==> src/hdl/sbpr_pkg.sv <==
`default_nettype none

package sbpr_pkg;

  // Fixed limits of the painter
  localparam int MAX_BINS    = 65536;
  localparam int MAX_COLUMNS = 4096;

  localparam logic [12:0]        COLUMN_SAT = 13'h1FFF;
  localparam logic signed [15:0] PEAK_MIN   = 16'sh8000;
  localparam logic [7:0]         COLOUR_MAX = 8'hFF;

  // Configuration register indexes
  typedef enum logic [3:0] {
    REG_COLUMN_ORIGIN = 4'd0,
    REG_COLUMN_STEP   = 4'd1,
    REG_FIRST_BIN     = 4'd2,
    REG_FINAL_BIN     = 4'd3,
    REG_RUN_EXTRA     = 4'd4,
    REG_LINE_WIDTH    = 4'd5,
    REG_POWER_FLOOR   = 4'd6,
    REG_POWER_GAIN    = 4'd7
  } sbpr_reg_t;

  // One bin after column mapping
  typedef struct packed {
    logic               valid;
    logic               visible;
    logic               last_bin;
    logic [12:0]        column;
    logic signed [15:0] power;
  } sbpr_bin_t;

  // One closed run, colour not yet quantized
  typedef struct packed {
    logic               valid;
    logic               line_done;
    logic [11:0]        run_start;
    logic [11:0]        run_end;
    logic signed [15:0] peak;
  } sbpr_event_t;

  // One finished result item
  typedef struct packed {
    logic        line_done;
    logic [7:0]  colour_index;
    logic [11:0] run_end;
    logic [11:0] run_start;
  } sbpr_result_t;

  // Clamp (peak - floor) * gain, Q18.24, to a colour index
  function automatic logic [7:0] colour_of(input logic signed [41:0] prod);
    logic [7:0] c;
    if (prod[41]) begin
      c = '0;
    end else if (|prod[40:32]) begin
      c = COLOUR_MAX;
    end else begin
      c = prod[31:24];
    end
    return c;
  endfunction

endpackage

`default_nettype wire

==> src/hdl/sbpr_result_fifo.sv <==
`default_nettype none

// Result queue with two write ports (written in port order) and one read port.
// DEPTH must be a power of two.
module sbpr_result_fifo #(
  parameter int WIDTH = 33,
  parameter int DEPTH = 16
) (
  input  wire logic             clk,
  input  wire logic             rst,
  input  wire logic             wr0_en,
  input  wire logic [WIDTH-1:0] wr0_data,
  input  wire logic             wr1_en,
  input  wire logic [WIDTH-1:0] wr1_data,
  output logic                  rd_valid,
  input  wire logic             rd_ready,
  output logic [WIDTH-1:0]      rd_data
);

  localparam int AW = $clog2(DEPTH);
  localparam int CW = $clog2(DEPTH + 1);

  logic [WIDTH-1:0] mem [DEPTH];
  logic [AW-1:0]    wptr;
  logic [AW-1:0]    rptr;
  logic [CW-1:0]    count;
  logic             rd_xfer;
  logic [1:0]       n_wr;
  logic [WIDTH-1:0] first_data;

  assign rd_valid   = (count != '0);
  assign rd_data    = mem[rptr];
  assign rd_xfer    = rd_valid && rd_ready;
  assign n_wr       = {1'b0, wr0_en} + {1'b0, wr1_en};
  assign first_data = wr0_en ? wr0_data : wr1_data;

  // storage, compacted writes
  always_ff @(posedge clk) begin
    if (n_wr != 2'd0) begin
      mem[wptr] <= first_data;
    end
    if (n_wr == 2'd2) begin
      mem[wptr + AW'(1)] <= wr1_data;
    end
  end

  // pointers and fill level
  always_ff @(posedge clk) begin
    if (rst) begin
      wptr  <= '0;
      rptr  <= '0;
      count <= '0;
    end else begin
      wptr  <= wptr + AW'(n_wr);
      rptr  <= rptr + AW'(rd_xfer);
      count <= count + CW'(n_wr) - CW'(rd_xfer);
    end
  end

endmodule

`default_nettype wire

==> src/hdl/sbpr_hold.sv <==
`default_nettype none

// Peak hold per column; closes a run on a column change and flushes at the final bin.
module sbpr_hold (
  input  wire logic                clk,
  input  wire logic                rst,
  input  wire sbpr_pkg::sbpr_bin_t bin,
  input  wire logic [11:0]         run_extra,
  input  wire logic [13:0]         col_limit,
  output logic                     item_valid,
  output sbpr_pkg::sbpr_event_t    ev_close,
  output sbpr_pkg::sbpr_event_t    ev_flush
);

  logic [12:0]        held_column;
  logic signed [15:0] held_peak;
  logic               run_open;

  logic [12:0]        held_column_next;
  logic signed [15:0] held_peak_next;
  logic               run_open_next;

  logic               take;
  logic               changed;
  logic               restart;
  logic [12:0]        hc_n;
  logic signed [15:0] hp_n;
  sbpr_pkg::sbpr_event_t close_next;
  sbpr_pkg::sbpr_event_t flush_next;

  // last column of a run, limited to the line
  function automatic logic [11:0] stop_of(input logic [12:0] c, input logic [11:0] extra,
                                          input logic [13:0] lim);
    logic [13:0] sum;
    logic [13:0] lim_m1;
    sum    = {1'b0, c} + {2'b00, extra};
    lim_m1 = lim - 14'd1;
    return (sum > lim_m1) ? lim_m1[11:0] : sum[11:0];
  endfunction

  // hold update and run closing
  always_comb begin
    take    = bin.valid && bin.visible;
    changed = run_open && (bin.column != held_column);
    restart = !run_open || changed;
    hc_n    = restart ? bin.column : held_column;
    if (restart || (bin.power > held_peak)) begin
      hp_n = bin.power;
    end else begin
      hp_n = held_peak;
    end

    close_next.valid     = take && changed && ({1'b0, held_column} < col_limit);
    close_next.line_done = 1'b0;
    close_next.run_start = held_column[11:0];
    close_next.run_end   = stop_of(held_column, run_extra, col_limit);
    close_next.peak      = held_peak;

    flush_next.valid     = take && bin.last_bin && ({1'b0, hc_n} < col_limit);
    flush_next.line_done = 1'b1;
    flush_next.run_start = hc_n[11:0];
    flush_next.run_end   = stop_of(hc_n, run_extra, col_limit);
    flush_next.peak      = hp_n;

    held_column_next = held_column;
    held_peak_next   = held_peak;
    run_open_next    = run_open;
    if (take) begin
      if (bin.last_bin) begin
        held_column_next = '0;
        held_peak_next   = sbpr_pkg::PEAK_MIN;
        run_open_next    = 1'b0;
      end else begin
        held_column_next = hc_n;
        held_peak_next   = hp_n;
        run_open_next    = 1'b1;
      end
    end
  end

  // hold state
  always_ff @(posedge clk) begin
    if (rst) begin
      held_column <= '0;
      held_peak   <= sbpr_pkg::PEAK_MIN;
      run_open    <= 1'b0;
    end else begin
      held_column <= held_column_next;
      held_peak   <= held_peak_next;
      run_open    <= run_open_next;
    end
  end

  // event register
  always_ff @(posedge clk) begin
    if (rst) begin
      item_valid     <= 1'b0;
      ev_close.valid <= 1'b0;
      ev_flush.valid <= 1'b0;
    end else begin
      item_valid     <= bin.valid;
      ev_close.valid <= close_next.valid;
      ev_flush.valid <= flush_next.valid;
    end
    ev_close.line_done <= close_next.line_done;
    ev_close.run_start <= close_next.run_start;
    ev_close.run_end   <= close_next.run_end;
    ev_close.peak      <= close_next.peak;
    ev_flush.line_done <= flush_next.line_done;
    ev_flush.run_start <= flush_next.run_start;
    ev_flush.run_end   <= flush_next.run_end;
    ev_flush.peak      <= flush_next.peak;
  end

  // a final visible bin always leaves the hold closed
  a_flush_closes: assert property (@(posedge clk) disable iff (rst)
    (bin.valid && bin.visible && bin.last_bin) |=> !run_open)
    else $error("hold still open after final bin");

  // events only come out of a valid item
  a_event_item: assert property (@(posedge clk) disable iff (rst)
    (ev_close.valid || ev_flush.valid) |-> item_valid)
    else $error("run event without an item");

  // a closed run is never empty
  a_run_order: assert property (@(posedge clk) disable iff (rst)
    ev_close.valid |-> (ev_close.run_start <= ev_close.run_end))
    else $error("closed run is empty");

  // a column change closes a run; a new line has nothing to close
  a_close_needs_hold: assert property (@(posedge clk) disable iff (rst)
    (bin.valid && !run_open) |=> !ev_close.valid)
    else $error("run closed with no hold open");

endmodule

`default_nettype wire

==> src/hdl/spectrum_bins_to_pixel_runs.sv <==
`default_nettype none

// Spectrum bins to pixel runs. Takes one FFT bin (index, Q8.8 power) per clock on
// s_axis, maps it to a display column, peak-holds bins on the same column and emits
// a pixel run (start, inclusive end, colour index) on m_axis when the column changes;
// the bin whose index equals final_bin flushes the last run with tlast set. A bin can
// yield two runs. Throughput is one bin per cycle while s_axis_tready is high; a run
// reaches m_axis through an input register, a column multiplier stage, an origin add,
// the hold stage, a colour multiplier stage and the result queue. s_axis_tready falls
// only while the queue (FIFO_DEPTH entries, two reserved per bin in flight) cannot
// take two more runs, i.e. when m_axis is stalled. There is no clearing pass after
// reset. Configuration writes are taken at any time and are meant for idle periods.
module spectrum_bins_to_pixel_runs #(
  parameter int FIFO_DEPTH = 16  // power of two, at least 16
) (
  input  wire logic        clk,
  input  wire logic        rst,
  input  wire logic        s_axis_tvalid,
  output logic             s_axis_tready,
  input  wire logic [31:0] s_axis_tdata,   // [15:0] bin_index, [31:16] bin_power
  output logic             m_axis_tvalid,
  input  wire logic        m_axis_tready,
  output logic [31:0]      m_axis_tdata,   // [11:0] run_start, [23:12] run_end,
                                           // [31:24] colour_index
  output logic             m_axis_tlast,   // line_done
  input  wire logic        cfg_valid,
  output logic             cfg_ready,
  input  wire logic [3:0]  cfg_index,
  input  wire logic [35:0] cfg_data
);

  localparam int CW = $clog2(FIFO_DEPTH + 1);

  // configuration registers
  logic signed [35:0] column_origin;
  logic [31:0]        column_step;
  logic [15:0]        first_bin;
  logic [15:0]        final_bin;
  logic [11:0]        run_extra;
  logic [12:0]        line_width;
  logic signed [15:0] power_floor;
  logic [23:0]        power_gain;

  assign cfg_ready = 1'b1;

  always_ff @(posedge clk) begin
    if (rst) begin
      column_origin <= '0;
      column_step   <= 32'd65536;
      first_bin     <= '0;
      final_bin     <= 16'hFFFF;
      run_extra     <= 12'd1;
      line_width    <= 13'd4096;
      power_floor   <= sbpr_pkg::PEAK_MIN;
      power_gain    <= 24'd65536;
    end else if (cfg_valid && cfg_ready) begin
      unique case (sbpr_pkg::sbpr_reg_t'(cfg_index))
        sbpr_pkg::REG_COLUMN_ORIGIN: column_origin <= cfg_data;
        sbpr_pkg::REG_COLUMN_STEP:   column_step   <= cfg_data[31:0];
        sbpr_pkg::REG_FIRST_BIN:     first_bin     <= cfg_data[15:0];
        sbpr_pkg::REG_FINAL_BIN:     final_bin     <= cfg_data[15:0];
        sbpr_pkg::REG_RUN_EXTRA:     run_extra     <= cfg_data[11:0];
        sbpr_pkg::REG_LINE_WIDTH:    line_width    <= cfg_data[12:0];
        sbpr_pkg::REG_POWER_FLOOR:   power_floor   <= cfg_data[15:0];
        sbpr_pkg::REG_POWER_GAIN:    power_gain    <= cfg_data[23:0];
        default: ;
      endcase
    end
  end

  // usable columns: min(line_width, MAX_COLUMNS)
  logic [13:0] col_limit;
  assign col_limit = ({1'b0, line_width} < 14'(sbpr_pkg::MAX_COLUMNS)) ?
                     {1'b0, line_width} : 14'(sbpr_pkg::MAX_COLUMNS);

  // queue reservation: two slots per bin in flight plus queued runs
  logic [CW-1:0] slots_used;
  logic          in_xfer;
  logic          out_xfer;

  assign s_axis_tready = (slots_used <= CW'(FIFO_DEPTH - 2));
  assign in_xfer       = s_axis_tvalid && s_axis_tready;

  // stage 1: input register
  logic        v1;
  logic [15:0] idx1;
  logic [15:0] pwr1;

  always_ff @(posedge clk) begin
    if (rst) begin
      v1 <= 1'b0;
    end else begin
      v1 <= in_xfer;
    end
    idx1 <= s_axis_tdata[15:0];
    pwr1 <= s_axis_tdata[31:16];
  end

  // stage 2: bin range check and index * step
  logic        v2;
  logic        vis2;
  logic        last2;
  logic [47:0] prod2;
  logic [15:0] pwr2;

  always_ff @(posedge clk) begin
    if (rst) begin
      v2 <= 1'b0;
    end else begin
      v2 <= v1;
    end
    vis2  <= (idx1 >= first_bin) && (idx1 <= final_bin) &&
             ({1'b0, idx1} < 17'(sbpr_pkg::MAX_BINS));
    last2 <= (idx1 == final_bin);
    prod2 <= 48'(idx1) * 48'(column_step);
    pwr2  <= pwr1;
  end

  // stage 3: add origin, saturate to a column
  logic signed [49:0] pos;
  logic [12:0]        col_now;
  sbpr_pkg::sbpr_bin_t bin3;

  always_comb begin
    pos = {{14{column_origin[35]}}, column_origin} + $signed({2'b00, prod2});
    if (pos[49]) begin
      col_now = '0;
    end else if (|pos[48:29]) begin
      col_now = sbpr_pkg::COLUMN_SAT;
    end else begin
      col_now = pos[28:16];
    end
  end

  always_ff @(posedge clk) begin
    if (rst) begin
      bin3.valid <= 1'b0;
    end else begin
      bin3.valid <= v2;
    end
    bin3.visible  <= vis2;
    bin3.last_bin <= last2;
    bin3.column   <= col_now;
    bin3.power    <= pwr2;
  end

  // stage 4: peak hold
  logic                  v4;
  sbpr_pkg::sbpr_event_t ev4_close;
  sbpr_pkg::sbpr_event_t ev4_flush;

  sbpr_hold u_hold (
    .clk        (clk),
    .rst        (rst),
    .bin        (bin3),
    .run_extra  (run_extra),
    .col_limit  (col_limit),
    .item_valid (v4),
    .ev_close   (ev4_close),
    .ev_flush   (ev4_flush)
  );

  // stage 5: colour products for both runs
  logic                  v5;
  sbpr_pkg::sbpr_event_t ev5_close;
  sbpr_pkg::sbpr_event_t ev5_flush;
  logic signed [41:0]    cprod_close;
  logic signed [41:0]    cprod_flush;
  logic signed [16:0]    diff_close;
  logic signed [16:0]    diff_flush;
  logic signed [24:0]    gain_s;

  assign gain_s     = $signed({1'b0, power_gain});
  assign diff_close = {ev4_close.peak[15], ev4_close.peak} - {power_floor[15], power_floor};
  assign diff_flush = {ev4_flush.peak[15], ev4_flush.peak} - {power_floor[15], power_floor};

  always_ff @(posedge clk) begin
    if (rst) begin
      v5              <= 1'b0;
      ev5_close.valid <= 1'b0;
      ev5_flush.valid <= 1'b0;
    end else begin
      v5              <= v4;
      ev5_close.valid <= ev4_close.valid;
      ev5_flush.valid <= ev4_flush.valid;
    end
    ev5_close.line_done <= ev4_close.line_done;
    ev5_close.run_start <= ev4_close.run_start;
    ev5_close.run_end   <= ev4_close.run_end;
    ev5_close.peak      <= ev4_close.peak;
    ev5_flush.line_done <= ev4_flush.line_done;
    ev5_flush.run_start <= ev4_flush.run_start;
    ev5_flush.run_end   <= ev4_flush.run_end;
    ev5_flush.peak      <= ev4_flush.peak;
    cprod_close         <= 42'(diff_close * gain_s);
    cprod_flush         <= 42'(diff_flush * gain_s);
  end

  // clamp and queue, close run ahead of flush run
  sbpr_pkg::sbpr_result_t res_close;
  sbpr_pkg::sbpr_result_t res_flush;
  sbpr_pkg::sbpr_result_t res_head;

  always_comb begin
    res_close.line_done    = ev5_close.line_done;
    res_close.colour_index = sbpr_pkg::colour_of(cprod_close);
    res_close.run_end      = ev5_close.run_end;
    res_close.run_start    = ev5_close.run_start;
    res_flush.line_done    = ev5_flush.line_done;
    res_flush.colour_index = sbpr_pkg::colour_of(cprod_flush);
    res_flush.run_end      = ev5_flush.run_end;
    res_flush.run_start    = ev5_flush.run_start;
  end

  sbpr_result_fifo #(
    .WIDTH ($bits(sbpr_pkg::sbpr_result_t)),
    .DEPTH (FIFO_DEPTH)
  ) u_fifo (
    .clk      (clk),
    .rst      (rst),
    .wr0_en   (ev5_close.valid),
    .wr0_data (res_close),
    .wr1_en   (ev5_flush.valid),
    .wr1_data (res_flush),
    .rd_valid (m_axis_tvalid),
    .rd_ready (m_axis_tready),
    .rd_data  (res_head)
  );

  assign m_axis_tdata = {res_head.colour_index, res_head.run_end, res_head.run_start};
  assign m_axis_tlast = res_head.line_done;
  assign out_xfer     = m_axis_tvalid && m_axis_tready;

  // release the unused part of a bin's two slots when it reaches the queue
  logic [1:0] release_cnt;
  assign release_cnt = v5 ? (2'd2 - {1'b0, ev5_close.valid} - {1'b0, ev5_flush.valid})
                          : 2'd0;

  always_ff @(posedge clk) begin
    if (rst) begin
      slots_used <= '0;
    end else begin
      slots_used <= slots_used + (in_xfer ? CW'(2) : CW'(0)) - CW'(release_cnt)
                    - CW'(out_xfer);
    end
  end

endmodule

`default_nettype wire
==> config.mk <==
export PLATFORM = sky130hd
export DESIGN_NAME = spectrum_bins_to_pixel_runs
export DESIGN_NICKNAME = d
export VERILOG_FILES = /design/src/hdl/sbpr_pkg.sv /design/src/hdl/sbpr_result_fifo.sv /design/src/hdl/sbpr_hold.sv /design/src/hdl/spectrum_bins_to_pixel_runs.sv
export SDC_FILE = /design/constraint.sdc
export NUM_CORES = 2
export LEC_CHECK = 0
export BUFFER_PORTS_ARGS = -buffer_cell sky130_fd_sc_hd__buf_2
export CELL_PAD_IN_SITES_DETAIL_PLACEMENT = 1
export CELL_PAD_IN_SITES_GLOBAL_PLACEMENT = 1
export CORE_MARGIN = 5
export CORE_UTILIZATION = 25
export CTS_CLUSTER_SIZE = 25
export DETAILED_ROUTE_END_ITERATION = 16
export PLACE_DENSITY = 0.57
export SYNTH_ARGS = -nofsm -noshare
export SYNTH_HDL_FRONTEND = slang
export SYNTH_HIERARCHICAL = 1
export SYNTH_SLANG_ARGS = --single-unit
==> constraint.sdc <==
create_clock -name clk -period 12.9 [get_ports clk]
set_input_delay 0.645 -clock clk [delete_from_list [all_inputs] [get_ports clk]]
set_output_delay 0.645 -clock clk [all_outputs]
set_load 0.02 [all_outputs]
==> impl_metrics.env <==
export IMPL_final_cell_area_mm2=0.1023
export IMPL_rsz0062_at_grt="false"
export IMPL_cp_max_fo=48
export IMPL_postRouteAntennaNets=0
export IMPL_fmax_mhz=97.02
export IMPL_p_leak_nw=41.99
export IMPL_clock_latency_ns=0.83
export IMPL_critical_path_class="flip-flop to flip-flop"
export IMPL_cts_hold_buffers=32
export IMPL_worst_clock_skew_ns=0.08027
export IMPL_synth_flop_cell="edfxtp_1"
export IMPL_p_int_mw=7.418
export IMPL_path_common_cell="fa_1"
export IMPL_fin_tns_setup_ns=0
export IMPL_async_flop_share_pct=0
export IMPL_yosysSeqAreaShare_pct=28.51
export IMPL_synth_edf_count=528
export IMPL_firstDrtPassIters=6
export IMPL_clockPowerShare_pct=35.1
export IMPL_grt_total_usage_pct=16.65
export IMPL_post_route_util_pct=27.94
export IMPL_grt_pass1_vias=77013
export IMPL_hp_class="primary input to flip-flop"
export IMPL_outcome="finished clean"
export IMPL_clkSlewWorstSetupHoldPaths_ns=0.06
export IMPL_dieArea_mm2=0.3799
export IMPL_placed_cell_area_mm2=0.09726
export IMPL_grt_pass1_wl_mm=488.9
export IMPL_worst_pin_slew_ns=1.332
export IMPL_seqPwrFrac_pct=36.3
export IMPL_power_switching_mw=3.912
export IMPL_die_w_um=616.4
export IMPL_p_per_area_mw_per_mm2=110.8
export IMPL_hold_viol_final=0
export IMPL_cp_arrival_ns=10.99
export IMPL_ctsHtreeMaxLevel=4
export IMPL_post_cts_resized=0
export IMPL_drtIter0Drc=4479
export IMPL_dp_hpwl_mm=218.0
export IMPL_start_util_pct=25.11
export IMPL_drive_gt1_share_pct=7.919
export IMPL_crit_path_end_kind="flip-flop"
export IMPL_cpPeakStageDelay_ns=0.72
export IMPL_vias=69745
export IMPL_cts_tree="built"
export IMPL_ir_drop_mv=0.1054
export IMPL_grt_overflow=0
export IMPL_netlist_instances=9766
export IMPL_cts_post_setup_buffers_inserted=0
export IMPL_yosys_register_bits=1045
export IMPL_fin_nets=11299
export IMPL_routed_via_density=4.823
export IMPL_synthToLayoutAreaGrowth_pct=11.27
export IMPL_instances_no_fill=14461
export IMPL_placed_cells=14156
export IMPL_avgSynthCellArea_um2=9.412
export IMPL_swShare_pct=34.53
export IMPL_required_ns=13.58
export IMPL_grt_start_max_net_pins=93
export IMPL_io_pins=113
export IMPL_clkSinkCount=1045
export IMPL_cts_buffers=140
export IMPL_power_mw=11.33
export IMPL_post_route_drc_count=0
export IMPL_maxCapViolations=0
export IMPL_gp_congestion=0.8476
export IMPL_clockBufferDepth=4
export IMPL_setup_violations=0
export IMPL_core_area_mm2=0.3661
export IMPL_syn_area_mm2=0.09192
export IMPL_die_y_um=616.4
export IMPL_yosys_warnings=6
export IMPL_fin_crit_sh_pct=79.90
export IMPL_report_final_slew_viol_count=0
export IMPL_ys_types=92
export IMPL_drt_wl_total_mm=321.4
export IMPL_cp_start_kind="flip-flop"
export IMPL_slew_headroom_pct=8.627
export IMPL_cts_root_buf="clkbuf_16"
export IMPL_combPwrFrac_pct=28.6
export IMPL_wl_per_cell_um=22.22
export IMPL_timing_final_crit_period_ns=10.31
export IMPL_rows=222
export IMPL_antenna_found_initial=31
export IMPL_portBuffers=111
export IMPL_slowest_stage="a2111oi_0"
==> layout by cell type, fill, tap and decap left out, types with 33 or more instances in the layout <==
cell and count:
and2_1 300, mux2i_1 74, ha_1 623, buf_4 166, dfxtp_1 513, nor2_1 774
xor2_1 52, inv_1 1403, nand4_1 61, xnor2_1 100, nand3_1 125, edfxtp_1 528
buf_2 110, and3_1 78, a21o_1 82, nor2b_1 116, fa_1 1082, a211oi_1 33
a21oi_1 833, a22oi_1 69, o21ai_0 134, a31oi_1 61, nor3_1 65, mux4_2 132
nand2_1 1265, o311ai_0 42, a211o_1 33, clkbuf_16 144, nand2b_1 42
==> flip-flops by register name, indices dropped and copies added, names as in the netlist, 26 cells and up <==
register	cells
u_hold/ev_close	41
u_hold/ev_flush	41
column_origin	36
u_fifo/mem	528
prod2	48
ev5_close	26
ev5_flush	26
column_step	32
bin3	32
==> routing by layer <==
layer | track usage (%) | vias up | part of all wire, %
met3 | 2.071 | 464 | 4.8
met5 | 0 | - | 0.0040
met4 | 5.481 | 2 | 3.4
li1 | - | 31237 | -
met2 | 27.71 | 1671 | 47
met1 | 22.38 | 36371 | 44
==> Yosys cell counts (75+ instances only) <==
cell type  count  area, µm²
o21ai_0      135      675.7
buf_2         99      495.5
nand2_1     1266       4752
and3_1        78      488.0
clkbuf_1     553       2076
edfxtp_1     528      15860
ha_1         623       7795
dfxtp_1      517      10350
a21oi_1      837       4189
mux4_2       132       2973
nor2b_1      119      744.5
a21o_1        82      615.6
and2_1       302       1889
xnor2_1      111      972.2
nand3_1      127      635.6
mux2i_1       75      750.7
nor2_1       791       2969
inv_1       1403       5266
fa_1        1082      21660
==> worst paths after layout <==
path                                                  start                             end  slack [ns]  depth (start not counted)
worst min-delay path                           cfg_data[26]  column_origin[26]$_SDFFE_PP0P_        0.11                          3
worst max register to register  power_floor[1]$_SDFFE_PP0P_         cprod_flush[39]$_DFF_P_        2.59                         33
worst max-delay path            power_floor[1]$_SDFFE_PP0P_         cprod_flush[39]$_DFF_P_        2.59                         33
worst min register to register             pwr1[10]$_DFF_P_                pwr2[10]$_DFF_P_        0.26                          0
==> cells by family after synthesis <==
kind of cell / synth area share (%)
xor gates and xnor gates: 1.572
muxes: 4.296
DFF: 28.51
other: 0.01633
adders and majority gates: 32.04
AOI/OAI and AO/OA: 10.11
buffers and inverters: 8.962
and+or+nand+nor: 14.49
==> critical path, delay by kind of cell (launching register included) <==
kind                       cells  cell delay, ns
DFF                            1            0.43
adders and majority gates      8            3.58
AOI/OAI and AO/OA             13            4.22
and+or+nand+nor                6            1.02
xor gates and xnor gates       1            0.14
buffers and inverters          5            0.72
==> layout make-up <==
cell class,count,area (µm²)
flip-flops and latches,1045,26220
diodes,22,55.05
well taps,4816,6026
clock buffers,190,3980
multi-input cells,6608,57910
repair buffers,311,2153
clock inverters,58,643.1
fillers,42066,263800
inverters,1411,5296
==> stage by stage <==
stage               hold WS (ns)  setup slack (ns)
CTS                      0.02319             2.482
global placement          0.3121             2.722
global route             0.04799             1.730
finish                    0.1110             2.593
floorplan                 0.3096             4.738
detailed placement        0.3132             2.646
==> power by group through the flow <==
stage,Clock (mW),Sequential [mW],Combinational [mW]
global route,4.24,4.14,3.61
CTS,4.12,4.12,3.28
detailed placement,0,4.19,3.25
global placement,0,4.18,3.15
floorplan,0,3.91,2.41
finish,3.98,4.11,3.24
Note: power is estimated with default switching activity, not from simulation.
